**config.mk**
```make
export PLATFORM = sky130hd
export DESIGN_NAME = range_sweep_obstacle_segmenter_unit
export DESIGN_NICKNAME = d
export VERILOG_FILES = /design/src/sv/rsos_pkg.sv /design/src/sv/range_sweep_obstacle_segmenter_unit.sv /design/src/sv/rsos_core.sv /design/src/sv/rsos_outq.sv
export VERILOG_INCLUDE_DIRS = /design/src /design/src/sv
export SDC_FILE = /design/constraint.sdc
export NUM_CORES = 1
export LEC_CHECK = 0
export ABC_AREA = 1
export BUFFER_PORTS_ARGS = -buffer_cell sky130_fd_sc_hd__buf_4
export CORE_AREA = 2 2 136 238
export DETAILED_ROUTE_END_ITERATION = 8
export DIE_AREA = 0 0 138 240
export PLACE_DENSITY = 0.68
export RECOVER_POWER = 50
export SETUP_SLACK_MARGIN = 0.15
export SLEW_MARGIN = 10
export SYNTH_ARGS = -nofsm -noshare
export SYNTH_HDL_FRONTEND = slang
export SYNTH_SLANG_ARGS = --single-unit
```
**constraint.sdc**
```tcl
create_clock -name clk -period 8.5 [get_ports clk]
set_input_delay 2.125 -clock clk [delete_from_list [all_inputs] [get_ports clk]]
set_output_delay 2.125 -clock clk [all_outputs]
set_load 0.1 [all_outputs]
```
**src/sv/range_sweep_obstacle_segmenter_unit_assert.svh**
```systemverilog
// Assertion macros for the range sweep obstacle segmenter.
// Each macro expects signals named clk and arst_n in the module that uses it.
`ifndef RANGE_SWEEP_OBSTACLE_SEGMENTER_UNIT_ASSERT_SVH
`define RANGE_SWEEP_OBSTACLE_SEGMENTER_UNIT_ASSERT_SVH

// Same-cycle implication, sampled on the rising edge, quiet while in reset.
`define RSOS_ASSERT_NOW(label, ante, cons, msg) \
	label: assert property (@(posedge clk) disable iff (!arst_n) (ante) |-> (cons)) \
		else $error(msg);

// Next-cycle implication, sampled on the rising edge, quiet while in reset.
`define RSOS_ASSERT_NEXT(label, ante, cons, msg) \
	label: assert property (@(posedge clk) disable iff (!arst_n) (ante) |=> (cons)) \
		else $error(msg);

`endif

```
**src/sv/rsos_pkg.sv**
```systemverilog
// Shared types and constants for the range sweep obstacle segmenter.
// No dependencies; used by the core, the result queue and the top level.
package rsos_pkg;

	localparam int unsigned ANGLE_W = 8;
	localparam int unsigned IR_W    = 12;
	localparam int unsigned SUM_W   = 14;
	localparam int unsigned IDX_W   = 6;
	localparam int unsigned CFG_W   = 12;

	localparam logic [11:0] EDGE_THRESHOLD_RST    = 12'd100;
	localparam logic [7:0]  MIN_SPAN_RST          = 8'd10;
	localparam logic [11:0] INITIAL_REFERENCE_RST = 12'd610;

	typedef enum logic [1:0] {
		REG_EDGE_THRESHOLD    = 2'd0,
		REG_MIN_SPAN          = 2'd1,
		REG_INITIAL_REFERENCE = 2'd2
	} rsos_reg_t;

	localparam logic MODE_SCAN = 1'b0;
	localparam logic MODE_STOP = 1'b1;
	localparam logic KIND_RECORD  = 1'b0;
	localparam logic KIND_SUMMARY = 1'b1;

	typedef struct packed {
		logic                   valid;
		logic [1:0]             index;
		logic [CFG_W-1:0]       data;
	} rsos_cfg_wr_t;

	typedef struct packed {
		logic                   kind;
		logic [IDX_W-1:0]       obstacle_index;
		logic [ANGLE_W-1:0]     start_angle;
		logic [ANGLE_W-1:0]     end_angle;
		logic [ANGLE_W-1:0]     span_degrees;
		logic [ANGLE_W-1:0]     center_angle;
		logic                   rejected;
		logic                   found;
		logic                   last;
	} rsos_rec_t;

	typedef struct packed {
		logic [1:0]             level;
		logic                   in_ready;
		logic                   pop;
	} rsos_qstat_t;

endpackage

```
**src/sv/range_sweep_obstacle_segmenter_unit.sv**
```systemverilog
// Top level of the range sweep obstacle segmenter: stream ports and config channel.
// Depends on rsos_pkg, rsos_core, rsos_outq and the assertion macro header.
//
// Use:
//   Scan samples and end-of-sweep words enter on the s_ side; s_tuser is the mode
//   (0 scan, 1 end of sweep). Obstacle records and sweep summaries leave on the m_
//   side; m_tuser is the kind (0 record, 1 summary) and m_tlast marks the final
//   result of the input word that caused it.
//   Results: each result is registered in the result queue and leaves on m_ in order.
//   Throughput: one input word per cycle while results drain; an end-of-sweep
//   word that force-closes an obstacle yields two results, which leave one after
//   the other. The three-word result queue sets this: s_tready stays
//   high while at least two slots will be free after this cycle's output.
//   Stall: with m_tready low the queue holds its words; s_tready drops once a
//   further input could overflow it, so nothing is lost.
//   Reset: arst_n clears the queue and sweep state and loads the register
//   defaults (threshold 100, minimum span 10, reference 610).
//   Config: cfg_valid with cfg_index/cfg_data writes one register; cfg_ready is
//   always high. Write only while the block is idle.
`include "range_sweep_obstacle_segmenter_unit_assert.svh"

module range_sweep_obstacle_segmenter_unit (
	input  logic        clk,
	input  logic        arst_n,
	input  logic        cfg_valid,
	output logic        cfg_ready,
	input  logic [1:0]  cfg_index,
	input  logic [11:0] cfg_data,
	input  logic        s_tvalid,
	output logic        s_tready,
	input  logic [47:0] s_tdata,   // angle[7:0], ir_first[19:8], ir_second[31:20],
	                               // ir_third[43:32], zero pad[47:44]
	input  logic        s_tuser,   // mode
	output logic        m_tvalid,
	input  logic        m_tready,
	output logic [39:0] m_tdata,   // obstacle_index[5:0], start_angle[13:6],
	                               // end_angle[21:14], span_degrees[29:22],
	                               // center_angle[37:30], rejected[38], found[39]
	output logic        m_tuser,   // kind
	output logic        m_tlast    // last
);

	rsos_pkg::rsos_cfg_wr_t cfg_wr;
	rsos_pkg::rsos_rec_t    rec_a, rec_b, head;
	rsos_pkg::rsos_qstat_t  qstat;
	logic [1:0]             push_n;
	logic                   in_fire;

	// Register writes never stall
	assign cfg_ready    = 1'b1;
	assign cfg_wr.valid = cfg_valid;
	assign cfg_wr.index = cfg_index;
	assign cfg_wr.data  = cfg_data;

	assign s_tready = qstat.in_ready;
	assign in_fire  = s_tvalid && s_tready;

	rsos_core u_core (
		.clk       (clk),
		.arst_n    (arst_n),
		.cfg_wr    (cfg_wr),
		.in_fire   (in_fire),
		.mode      (s_tuser),
		.angle     (s_tdata[7:0]),
		.ir_first  (s_tdata[19:8]),
		.ir_second (s_tdata[31:20]),
		.ir_third  (s_tdata[43:32]),
		.push_n    (push_n),
		.rec_a     (rec_a),
		.rec_b     (rec_b)
	);

	rsos_outq u_outq (
		.clk       (clk),
		.arst_n    (arst_n),
		.push_n    (push_n),
		.rec_a     (rec_a),
		.rec_b     (rec_b),
		.out_ready (m_tready),
		.head      (head),
		.out_valid (m_tvalid),
		.stat      (qstat)
	);

	// Pack the head word onto the output bus, first field lowest
	assign m_tdata = {head.found, head.rejected, head.center_angle, head.span_degrees,
		head.end_angle, head.start_angle, head.obstacle_index};
	assign m_tuser = head.kind;
	assign m_tlast = head.last;

	// Accepting a word must leave room for both of its possible results
	`RSOS_ASSERT_NOW(a_queue_room, in_fire,
		(qstat.level == 2'd0) || (qstat.level == 2'd1) || (qstat.pop && qstat.level == 2'd2),
		"result queue could overflow")
	// A sweep summary always closes its input word
	`RSOS_ASSERT_NOW(a_summary_last, m_tvalid && m_tuser, m_tlast,
		"summary without last")
	// A forced-close record is followed straight away by its summary
	`RSOS_ASSERT_NEXT(a_close_then_summary, m_tvalid && m_tready && !m_tuser && !m_tlast,
		m_tvalid && m_tuser, "forced close not followed by summary")
	// An accepted end-of-sweep word always leaves a summary queued
	`RSOS_ASSERT_NEXT(a_stop_queued, in_fire && s_tuser == rsos_pkg::MODE_STOP,
		qstat.level != 2'd0, "end of sweep produced no result")

endmodule

```
**src/sv/rsos_core.sv**
```systemverilog
// Segmenter core: configuration registers, sweep state and result generation.
// Depends on rsos_pkg.
module rsos_core (
	input  logic                                 clk,
	input  logic                                 arst_n,
	input  rsos_pkg::rsos_cfg_wr_t               cfg_wr,
	input  logic                                 in_fire,
	input  logic                                 mode,
	input  logic [rsos_pkg::ANGLE_W-1:0]         angle,
	input  logic [rsos_pkg::IR_W-1:0]            ir_first,
	input  logic [rsos_pkg::IR_W-1:0]            ir_second,
	input  logic [rsos_pkg::IR_W-1:0]            ir_third,
	output logic [1:0]                           push_n,
	output rsos_pkg::rsos_rec_t                  rec_a,
	output rsos_pkg::rsos_rec_t                  rec_b
);

	logic [11:0] edge_threshold_q;
	logic [7:0]  min_span_q;
	logic [11:0] initial_ref_q;

	logic [rsos_pkg::SUM_W-1:0]   prev_sum_q;
	logic                         fresh_q;
	logic                         open_q;
	logic [rsos_pkg::ANGLE_W-1:0] start_q;
	logic [rsos_pkg::IDX_W-1:0]   kept_q;
	logic [rsos_pkg::ANGLE_W-1:0] best_span_q;
	logic [rsos_pkg::ANGLE_W-1:0] best_center_q;
	logic [rsos_pkg::IDX_W-1:0]   best_index_q;
	logic                         best_valid_q;

	logic [rsos_pkg::SUM_W-1:0]   sum, ref3, prev, thr;
	logic                         prev_nz, rise, fall, do_close, rej, upd;
	logic                         open_mid;
	logic [rsos_pkg::ANGLE_W-1:0] start_mid, span, center;
	logic [rsos_pkg::IDX_W-1:0]   kept_mid, kept_after, idx;
	logic [rsos_pkg::ANGLE_W-1:0] best_span_mid, best_center_mid;
	logic [rsos_pkg::IDX_W-1:0]   best_index_mid;
	logic                         best_valid_mid;
	rsos_pkg::rsos_rec_t          close_rec, summary_rec;

	always_comb begin
		sum = rsos_pkg::SUM_W'(ir_first) + rsos_pkg::SUM_W'(ir_second)
			+ rsos_pkg::SUM_W'(ir_third);
		ref3 = {1'b0, initial_ref_q, 1'b0} + {2'b00, initial_ref_q};
		thr  = {1'b0, edge_threshold_q, 1'b0} + {2'b00, edge_threshold_q};
		prev = fresh_q ? ref3 : prev_sum_q;
		prev_nz = (prev != '0);

		rise = (mode == rsos_pkg::MODE_SCAN) && !open_q && prev_nz && (sum > prev)
			&& ((sum - prev) > thr);
		fall = prev_nz && (prev > sum) && ((prev - sum) > thr);

		open_mid  = open_q | rise;
		start_mid = rise ? angle : start_q;
		kept_mid  = rise ? kept_q + 1'b1 : kept_q;

		do_close = (mode == rsos_pkg::MODE_STOP) ? open_q : (open_mid && fall);

		idx    = kept_mid - 1'b1;
		span   = (angle >= start_mid) ? angle - start_mid : '0;
		center = start_mid + {1'b0, span[7:1]};
		rej    = span < min_span_q;

		kept_after = (do_close && rej) ? kept_mid - 1'b1 : kept_mid;

		// Narrowest kept obstacle: first one with a strictly smaller span wins
		upd = do_close && !rej && (!best_valid_q || span < best_span_q);
		best_valid_mid  = best_valid_q | upd;
		best_span_mid   = upd ? span   : best_span_q;
		best_center_mid = upd ? center : best_center_q;
		best_index_mid  = upd ? idx    : best_index_q;

		close_rec.kind           = rsos_pkg::KIND_RECORD;
		close_rec.obstacle_index = idx;
		close_rec.start_angle    = start_mid;
		close_rec.end_angle      = angle;
		close_rec.span_degrees   = span;
		close_rec.center_angle   = center;
		close_rec.rejected       = rej;
		close_rec.found          = 1'b0;
		close_rec.last           = (mode == rsos_pkg::MODE_SCAN);

		summary_rec.kind           = rsos_pkg::KIND_SUMMARY;
		summary_rec.obstacle_index = best_valid_mid ? best_index_mid : '0;
		summary_rec.start_angle    = '0;
		summary_rec.end_angle      = '0;
		summary_rec.span_degrees   = best_valid_mid ? best_span_mid : '0;
		summary_rec.center_angle   = best_valid_mid ? best_center_mid : '0;
		summary_rec.rejected       = 1'b0;
		summary_rec.found          = best_valid_mid;
		summary_rec.last           = 1'b1;

		rec_a = (mode == rsos_pkg::MODE_STOP && !do_close) ? summary_rec : close_rec;
		rec_b = summary_rec;

		if (!in_fire) begin
			push_n = 2'd0;
		end else if (mode == rsos_pkg::MODE_STOP) begin
			push_n = do_close ? 2'd2 : 2'd1;
		end else begin
			push_n = {1'b0, do_close};
		end
	end

	always_ff @(posedge clk or negedge arst_n) begin
		if (!arst_n) begin
			edge_threshold_q <= rsos_pkg::EDGE_THRESHOLD_RST;
			min_span_q       <= rsos_pkg::MIN_SPAN_RST;
			initial_ref_q    <= rsos_pkg::INITIAL_REFERENCE_RST;
		end else if (cfg_wr.valid) begin
			case (rsos_pkg::rsos_reg_t'(cfg_wr.index))
				rsos_pkg::REG_EDGE_THRESHOLD:    edge_threshold_q <= cfg_wr.data;
				rsos_pkg::REG_MIN_SPAN:          min_span_q <= cfg_wr.data[7:0];
				rsos_pkg::REG_INITIAL_REFERENCE: initial_ref_q <= cfg_wr.data;
				default: ;
			endcase
		end
	end

	always_ff @(posedge clk or negedge arst_n) begin
		if (!arst_n) begin
			prev_sum_q    <= rsos_pkg::SUM_W'(3 * rsos_pkg::INITIAL_REFERENCE_RST);
			fresh_q       <= 1'b1;
			open_q        <= 1'b0;
			start_q       <= '0;
			kept_q        <= '0;
			best_span_q   <= '0;
			best_center_q <= '0;
			best_index_q  <= '0;
			best_valid_q  <= 1'b0;
		end else if (in_fire) begin
			if (mode == rsos_pkg::MODE_STOP) begin
				prev_sum_q    <= ref3;
				fresh_q       <= 1'b1;
				open_q        <= 1'b0;
				start_q       <= '0;
				kept_q        <= '0;
				best_span_q   <= '0;
				best_center_q <= '0;
				best_index_q  <= '0;
				best_valid_q  <= 1'b0;
			end else begin
				prev_sum_q    <= sum;
				fresh_q       <= 1'b0;
				open_q        <= open_mid & ~do_close;
				start_q       <= start_mid;
				kept_q        <= kept_after;
				best_span_q   <= best_span_mid;
				best_center_q <= best_center_mid;
				best_index_q  <= best_index_mid;
				best_valid_q  <= best_valid_mid;
			end
		end
	end

endmodule

```
**src/sv/rsos_outq.sv**
```systemverilog
// Three-word result queue: slot 0 drives the output channel, up to two pushes a cycle.
// Depends on rsos_pkg.
module rsos_outq (
	input  logic                 clk,
	input  logic                 arst_n,
	input  logic [1:0]           push_n,
	input  rsos_pkg::rsos_rec_t  rec_a,
	input  rsos_pkg::rsos_rec_t  rec_b,
	input  logic                 out_ready,
	output rsos_pkg::rsos_rec_t  head,
	output logic                 out_valid,
	output rsos_pkg::rsos_qstat_t stat
);

	rsos_pkg::rsos_rec_t slot_q [3];
	rsos_pkg::rsos_rec_t slot_n [3];
	logic [1:0] level_q, level_p;
	logic       pop;

	always_comb begin
		pop     = (level_q != 2'd0) && out_ready;
		level_p = level_q - {1'b0, pop};
		for (int i = 0; i < 3; i++) begin
			slot_n[i] = (pop && i < 2) ? slot_q[(i < 2) ? i + 1 : i] : slot_q[i];
			if (push_n != 2'd0 && 2'(i) == level_p) begin
				slot_n[i] = rec_a;
			end
			if (push_n == 2'd2 && 2'(i) == level_p + 2'd1) begin
				slot_n[i] = rec_b;
			end
		end
		stat.level    = level_q;
		stat.in_ready = (level_p <= 2'd1);
		stat.pop      = pop;
		head          = slot_q[0];
		out_valid     = (level_q != 2'd0);
	end

	always_ff @(posedge clk or negedge arst_n) begin
		if (!arst_n) begin
			level_q <= 2'd0;
		end else begin
			level_q <= level_p + push_n;
		end
	end

	always_ff @(posedge clk) begin
		for (int i = 0; i < 3; i++) begin
			slot_q[i] <= slot_n[i];
		end
	end

endmodule
```
Word level (Yosys, flattened, before mapping)
Memories as Yosys holds them, arrays and structs flattened.
Cells that the tools add are included.
Word-level totals
  input bits: 68
  output and inout port bits: 45
  register bits after elaboration: 87
  RAM bits: 126
  memories kept: 1
  logic and storage cells: 113
Memories
  u_outq.slot_q: words 3, bits a word 42, read ports 3, clocked after Yosys merged registers in 0, wr ports 3, RTL line rsos_outq.sv:15  | rsos_pkg::rsos_rec_t slot_q [3];
Operators by class
  magnitude comparators: 8
  add/subtract/negate cells: 13
  eq/ne operators: 7
  reduce and logical (&&, ||, !) cells: 33
  bitwise operators: 5
  muxes and demuxes: 33
Operator list (number)
  $mux W42: 9
  $mux W8: 9
  $gt A14 B14 Y1: 4
  $mux W6: 6
  $add A13 B12 Y14: 2
  $mux W14: 2
  $sub A14 B14 Y14: 2
  $logic_and A1 B1 Y1: 19
  $lt A8 B8 Y1: 2
  $add A14 B12 Y14: 1
  $reduce_bool A14 Y1: 1
  $add A12 B12 Y13: 1
  $add A8 B7 Y8: 1
  $ge A8 B8 Y1: 1
  $sub A8 B8 Y8: 1
  $add A6 B1 Y6 const B: 1
  $logic_not A2 Y1: 3
  $mux W2: 3
  $reduce_and A2 Y1: 3
  $sub A6 B1 Y6 const B: 1
  $eq A1 B2 Y1 const A: 2
  $eq A2 B2 Y1 const A: 2
  $eq A2 B2 Y1 const B: 2
  $logic_not A1 Y1: 4
  11 further kinds: 17

Depth between registers and ports, before layout
Gate-level depths: netlist of the first run.
  depth after elaboration: 18
  depth in mapped cells: 68
  depth with buffers taken out: 65

Modules after synthesis
Synthesis of the first run repeated with hierarchy kept, for this count alone.
Unflattened totals
  cell total of the unflattened synthesis: 2224
  area, all modules: 16812.4 um^2
By module, submodules not included
  rsos_core: area an instance 9808.2 um^2, cells each 1410, sequential area each 2147.1 um^2, times used 1
  rsos_outq: area an instance 6985.4 um^2, cells each 810, sequential area each 3833.7 um^2, times used 1
  range_sweep_obstacle_segmenter_unit: area an instance 18.8 um^2, cells each 4, sequential area each 0.0 um^2, times used 1

Worst setup path before layout of the first run
No wires, ideal clock.
  path type: input-to-reg
  from: input s_tdata[8]
  to: memory u_outq.slot_q[0][12] (netlist name), data pin
  path buffers: 4
  stages on the path: 64
  path slack: -2.395 ns
  data arrival time: 10.636 ns
  library setup time: 0.259 ns
  data required time: 8.241 ns
  path through: ha_1 -> inv_1 -> fa_1 -> nand3b_1 -> and2_1 -> nor2_1 -> o21ai_0 -> nand2_1 -> xor2_1 -> inv_1 -> ha_1 -> nand4_1 -> o221ai_1 -> a21oi_1 -> o21bai_1 -> nand2_1 -> nand2_1 -> a21oi_1 -> [... 28 more ...] -> nor2_1 -> inv_1 -> a21oi_1 -> nor2_1 -> nor2_1 -> nor2_1 -> ha_1 -> nand2_1 -> nor2_1 -> a211oi_1 -> nand2_1 -> nand3_4 -> nand2_2 -> buf_4 -> nand3_1 -> nand2_1 -> o211ai_1 -> nand2_1
RTL lines
  from (decl): RTL line range_sweep_obstacle_segmenter_unit.sv:31  | input logic [47:0] s_tdata,
  to (decl): RTL line rsos_outq.sv:15

==> results of run 1 <==
==> worst max-delay path: cells and delay by family <==
kind	cells	cell delay (ps)
buffers and inverters	13	1220
AOI/OAI and AO/OA	13	2050
adders and majority gates	7	1970
xor gates and xnor gates	3	590
and+or+nand+nor	25	2880
==> cell usage after synthesis (all sizes together) (16+ instances only) <==
library cell  number
a21oi             98
a31oi             17
buf               77
clkbuf            41
dfrtp             71
dfstp             16
dfxtp             57
edfxtp            69
ha               137
inv              300
nand2            517
nand3            196
nand4             27
nor2              90
o211ai            23
o21ai            104
o22ai             25
xnor2             22
xor2              45
==> state kept, by name, summed over array words and instances, names as in the netlist <==
signal,cells
u_outq.slot_q,126
u_core.prev_sum_q,14
u_core.edge_threshold_q,12
u_core.initial_ref_q,12
u_core.best_center_q,8
u_core.best_span_q,8
u_core.min_span_q,8
u_core.start_q,8
u_core.best_index_q,6
u_core.kept_q,6
u_outq.level_q,2
u_core.best_valid_q,1
u_core.fresh_q,1
u_core.open_q,1
==> cells by family (layout without fill, tap and decap cells) <==
group	Yosys count	in the layout	share of synthesized area, %
flip-flops	213	213	35.0
other	1	1	0.0243
XOR/XNOR	67	67	3.89
AND/OR/NAND/NOR	852	852	24.3
AO/OA/AOI/OAI	329	329	12.8
adder cells (fa/ha/maj)	145	145	12.1
buffers and inverters	421	779	11.8
==> layer usage <==
layer | wire length, microns | global-route usage (%) | vias up
met5 | 0 | 0 | -
met4 | 4800 | 21.2 | 0
met3 | 2510 | 2.81 | 279
met2 | 29100 | 57.8 | 643
met1 | 17400 | 27.8 | 7315
li1 | - | - | 7324
==> per-stage QoR <==
stage / instances / setup WS [ps] / setup TNS (ps) / hold WS (ps) / utilization, %
final: 2782 / -2070 / -188800 / 439 / 67.9
after global routing: 2782 / -2540 / -265730 / 458 / 67.9
after CTS: 2747 / -1550 / -140240 / 438 / 64.3
after detailed placement: 2660 / -2460 / -263060 / 426 / 58.7
after global placement: 2660 / -2230 / -227830 / 413 / 58.7
after floorplan: 2028 / -1690 / -153950 / 400 / -
==> what timing repair did <==
item,CTS,global route
gates cloned,4,13
pin swaps,78,72
hold endpoints to repair,0,0
hold buffers,0,0
buffers inserted,47,22
resized for setup,132,149
setup endpoints to repair,166,185
==> cell type report <==
type,count,area [sq um]
inverter,303,1170
timing repair buffer,438,3900
clock buffer,30,642
sequential,213,5410
timing repair inverter,2,17.5
tap,396,495
clock inverter,6,92.6
fill,2480,10000
multi-input combinational,1394,9440
==> path summary, 6_finish.rpt <==
| check | startpoint | end | cells after the start |
|---|---|---|---|
| setup / recovery | s_tdata[20] | u_outq.slot_q[0][52] | 61 |
| hold / removal | u_outq.slot_q[0][107] | u_outq.slot_q[0][107] | 2 |
| setup reg to reg | u_core.initial_ref_q[0] | u_outq.slot_q[0][52] | 48 |
| hold reg to reg | u_outq.slot_q[0][107] | u_outq.slot_q[0][107] | 2 |
| max in group asynchronous | arst_n | u_core.min_span_q[4] | 2 |
| min in group asynchronous | arst_n | u_core.best_center_q[5] | 1 |
==> impl_metrics.ini, run 1 <==
[outcome]
status = finished, violations left
violations = max-capacitance violations, max-slew violations, negative setup slack

[grt]
first_global_vias = 15600
overflow = 0
grt_max_degree = 56
track_usage_pct = 29.3
antenna_found_initial = 0
grt_pass1_wl_mm = 77.6

[drt]
drt_iter0_drc = 1169
drtPass1Iterations = 6
vias = 15600
route.detailed.drc = 0
ant_nets = 0
wl_per_cell_microns = 19.3
vias_per_cell = 5.59
routed_wl_mm = 53.8

[sta]
fmax_mhz = 94.6
finalWorstPathRequiredPeriod_ps = 10570
drv_slew = 90
fin_worst_skew_ps = 22.6
slew_headroom_pct = -97.3
setup_violations = 159
worst_slew_pin_slew_ps = 2960
rsz0062_at_grt = true
worst_slack_ps = -2070
final_hold_viol_count = 0
period_share_pct = 124

[final_layout]
final_common_cell = nand2_1
fin_nets = 2585
final_cell_area_sq_um = 21200
drive_gt1_share_pct = 31.9
syn_to_final_growth_pct = 37.0
final_cell_mix = 433 x nand2_1, 373 x buf_4, 273 x inv_1, 150 x nand3_1, 117 x ha_1
n_antenna_cell = 0

[yosys]
synth_nets = 2241
synthCells = 2028
yosysTopAreaCell = edfxtp_1
yosysUniqueCellTypes = 61
synth_edf_count = 69
netlist_area_sq_um = 15500
ys_ff_latch = 213
synth_ff_type = dfrtp_1
ys_warn_count = 0
yosysSeqAreaShare_pct = 35.0
synthArstFlopShare_pct = 40.8
synth_top_area_share_pct = 13.4
avgSynthCellArea_sq_um = 7.62
synth.area.top_cells = edfxtp_1 13%, nand2_1 12%, dfrtp_1 11%, ha_1 11%, dfxtp_1 7.4%

[place]
place_congestion = 1.04
placed_area_sq_um = 18300
port_buffers = 107
place_hpwl_mm = 35.8

[run]
max-cap-violations = 2

[floorplan]
die_y_microns = 240
core_sq_um = 31200
die_x_microns = 138
io_pins = 113
placementRows = 86
die_area_sq_um = 33100
start_util_pct = 49.5

[clocking]
tritoncts = built
cts.clk_slew.worst_paths_ps = 70
htreeDepth = 1
numCtsBuffers = 20
cts_root_buf = clkbuf_16
cts_buffer_depth = 3
clock_latency_ps = 530
clock-sinks = 213

[setup_path]
start_kind = primary input
arrival_ps = 10840
cpMaxStageDelayCell = fa_2
crit_required_ps = 8770
crit_fanout = 8
cp-end-kind = flip-flop
max_stage_delay_ps = 390
crit_top_cell = nand2_1
reg2reg_slack_ps = 160
path_class = primary input to flip-flop

[worst_hold_path]
hold_class = flip-flop to flip-flop
Power of run 1 is not shown: default switching activity piles up to over one toggle a cycle in this logic, so the estimate is an artifact.
==> inputs of run 2 (changes only) <==
--- a/config.mk
+++ b/config.mk
@@ -8,13 +8,15 @@
 export LEC_CHECK = 0
 export ABC_AREA = 1
 export BUFFER_PORTS_ARGS = -buffer_cell sky130_fd_sc_hd__buf_4
-export CORE_AREA = 2 2 136 238
+export CORE_AREA = 2 2 142 248
 export DETAILED_ROUTE_END_ITERATION = 8
-export DIE_AREA = 0 0 138 240
-export PLACE_DENSITY = 0.68
+export DIE_AREA = 0 0 144 250
+export GPL_TIMING_DRIVEN = 0
+export PLACE_DENSITY = 0.67
 export RECOVER_POWER = 50
 export SETUP_SLACK_MARGIN = 0.15
 export SLEW_MARGIN = 10
 export SYNTH_ARGS = -nofsm -noshare
 export SYNTH_HDL_FRONTEND = slang
+export SYNTH_HIERARCHICAL = 1
 export SYNTH_SLANG_ARGS = --single-unit
==> impl_metrics.ini, run 2 <==
[outcome]
status = finished, violations left
violations = max-capacitance violations, max-slew violations, negative setup slack

[sta]
rsz0062_at_grt = true
period_share_pct = 125
slew_headroom_pct = -235
fin_worst_skew_ps = 13.6
drv_slew = 88
worst_slack_ps = -2100
finalWorstPathRequiredPeriod_ps = 10600
hold_ws_ps = 475
setup_violations = 101
final_hold_viol_count = 0
tns_ps = -184390
fmax_mhz = 94.4
worst_slew_pin_slew_ps = 5020

[setup_path]
arrival_ps = 10900
cpMaxStageDelayCell = fa_2
path_class = primary input to flip-flop
max_stage_delay_ps = 650
crit_required_ps = 8800
cp-end-kind = flip-flop
cp_top_family = adder cells
crit_fanout = 9
worst-path-buf-inv = 13
start_kind = primary input
crit_top_cell = o21ai_2

[final_layout]
drive_gt1_share_pct = 31.6
largest_register = u_outq/slot_q
top_regs = u_outq/slot_q x126, u_core/prev_sum_q x14
n_antenna_cell = 0
multi_input_area_sq_um = 10900
final_common_cell = nand2_1
final_cell_mix = 420 x nand2_1, 280 x inv_1, 259 x nand3_1, 209 x buf_4, 126 x edfxtp_1
syn_to_final_growth_pct = 35.5
fillers = 2760
largest_register_ffs = 126
fin_nets = 2748
seqCellArea_sq_um = 5980

[place]
place_congestion = 0.919
place_hpwl_mm = 40.4
port_buffers = 107

[grt]
antenna_found_initial = 0
grt_pass1_wl_mm = 88.0
track_usage_pct = 31.6
first_global_vias = 17000
grt_max_degree = 88
overflow = 0

[drt]
routed_wl_mm = 63.2
vias_per_cell = 5.77
drtPass1Iterations = 6
drt_iter0_drc = 1547
vias = 17400
route.detailed.drc = 0
ant_nets = 0
wl_per_cell_microns = 21.0

[floorplan]
die_y_microns = 250
core_sq_um = 34100
die_area_sq_um = 36000
placementRows = 90
start_util_pct = 49.3
die_x_microns = 144
io_pins = 113

[clocking]
numCtsBuffers = 23
cts_hold_buffers = 0
clock-sinks = 213
cts.clk_slew.worst_paths_ps = 70
htreeDepth = 1
cts_buffer_depth = 3
tritoncts = built
cts_root_buf = clkbuf_16
clock_latency_ps = 550

[run]
max-cap-violations = 1

[yosys]
netlist_area_sq_um = 16800
ys_warn_count = 6
synthCells = 2223
avgSynthCellArea_sq_um = 7.56

[worst_hold_path]
hold_class = flip-flop to flip-flop
[run 2: per-stage QoR]
stage / area (sq um) / util (%) / setup slack (ps) / instances
4_1_cts: 21700 / 63.5 / -1700 / 2957
2_1_floorplan: 17200 / - / -1280 / 2240
3_3_place_gp: 18600 / 54.5 / -3420 / 2807
6_report: 22800 / 66.8 / -2100 / 3017
5_1_grt: 22800 / 66.8 / -2360 / 3017
3_5_place_dp: 18600 / 54.5 / -3580 / 2807
[run 2: repair_timing]
action | CTS | global route
hold endpoints to repair | 0 | 0
gates resized for setup | 327 | 221
buffers inserted | 103 | 46
pin swaps | 153 | 74
cloned | 5 | 14
endpoints found under the setup margin | 279 | 281
[run 2: layout make-up]
class                      count  share of cell area, %
sequential                   213                   26.3
tap                          460                   2.53
multi-input combinational   1565                   47.8
buffer                       152                   4.69
inverter                     323                   5.58
clock buffer                  30                   2.83
timing repair buffer         262                   9.81
clock inverter                12                  0.555
[run 2: final timing paths]
kind | from | cells after the start | end | slack, ps
hold reg to reg | u_core/best_index_q[3] | 2 | u_core/best_index_q[3] | 470
setup / recovery | s_tdata[33] | 55 | u_outq/slot_q[0][45] | -2100
max in group asynchronous | arst_n | 1 | u_core/best_center_q[2] | 2290
hold / removal | u_core/best_index_q[3] | 2 | u_core/best_index_q[3] | 470
setup reg to reg | u_core/initial_ref_q[1] | 56 | u_outq/slot_q[0][45] | -770
min in group asynchronous | arst_n | 1 | u_core/edge_threshold_q[3] | 3390
[run 2: worst reg2reg max path: cells and delay by family (launching register included)]
kind,cells,cell delay [ps]
adders and majority gates,6,1860
buffers and inverters,13,1740
xor gates and xnor gates,1,190
and+or+nand+nor,21,2310
DFF,1,580
AOI/OAI and AO/OA,15,2350
[run 2: per-layer routing]
layer  wire [microns]  GRT usage [%]  vias up  share of wire [%]
met5                0              0        -                  0
met4             7250           29.0        0                 11
met3             5090           5.68      438                8.0
met2            31600           56.8     1015                 50
met1            19300           29.4     8052                 31
li1                 -              -     7909                  -
Power of run 2 is left out for the same reason.
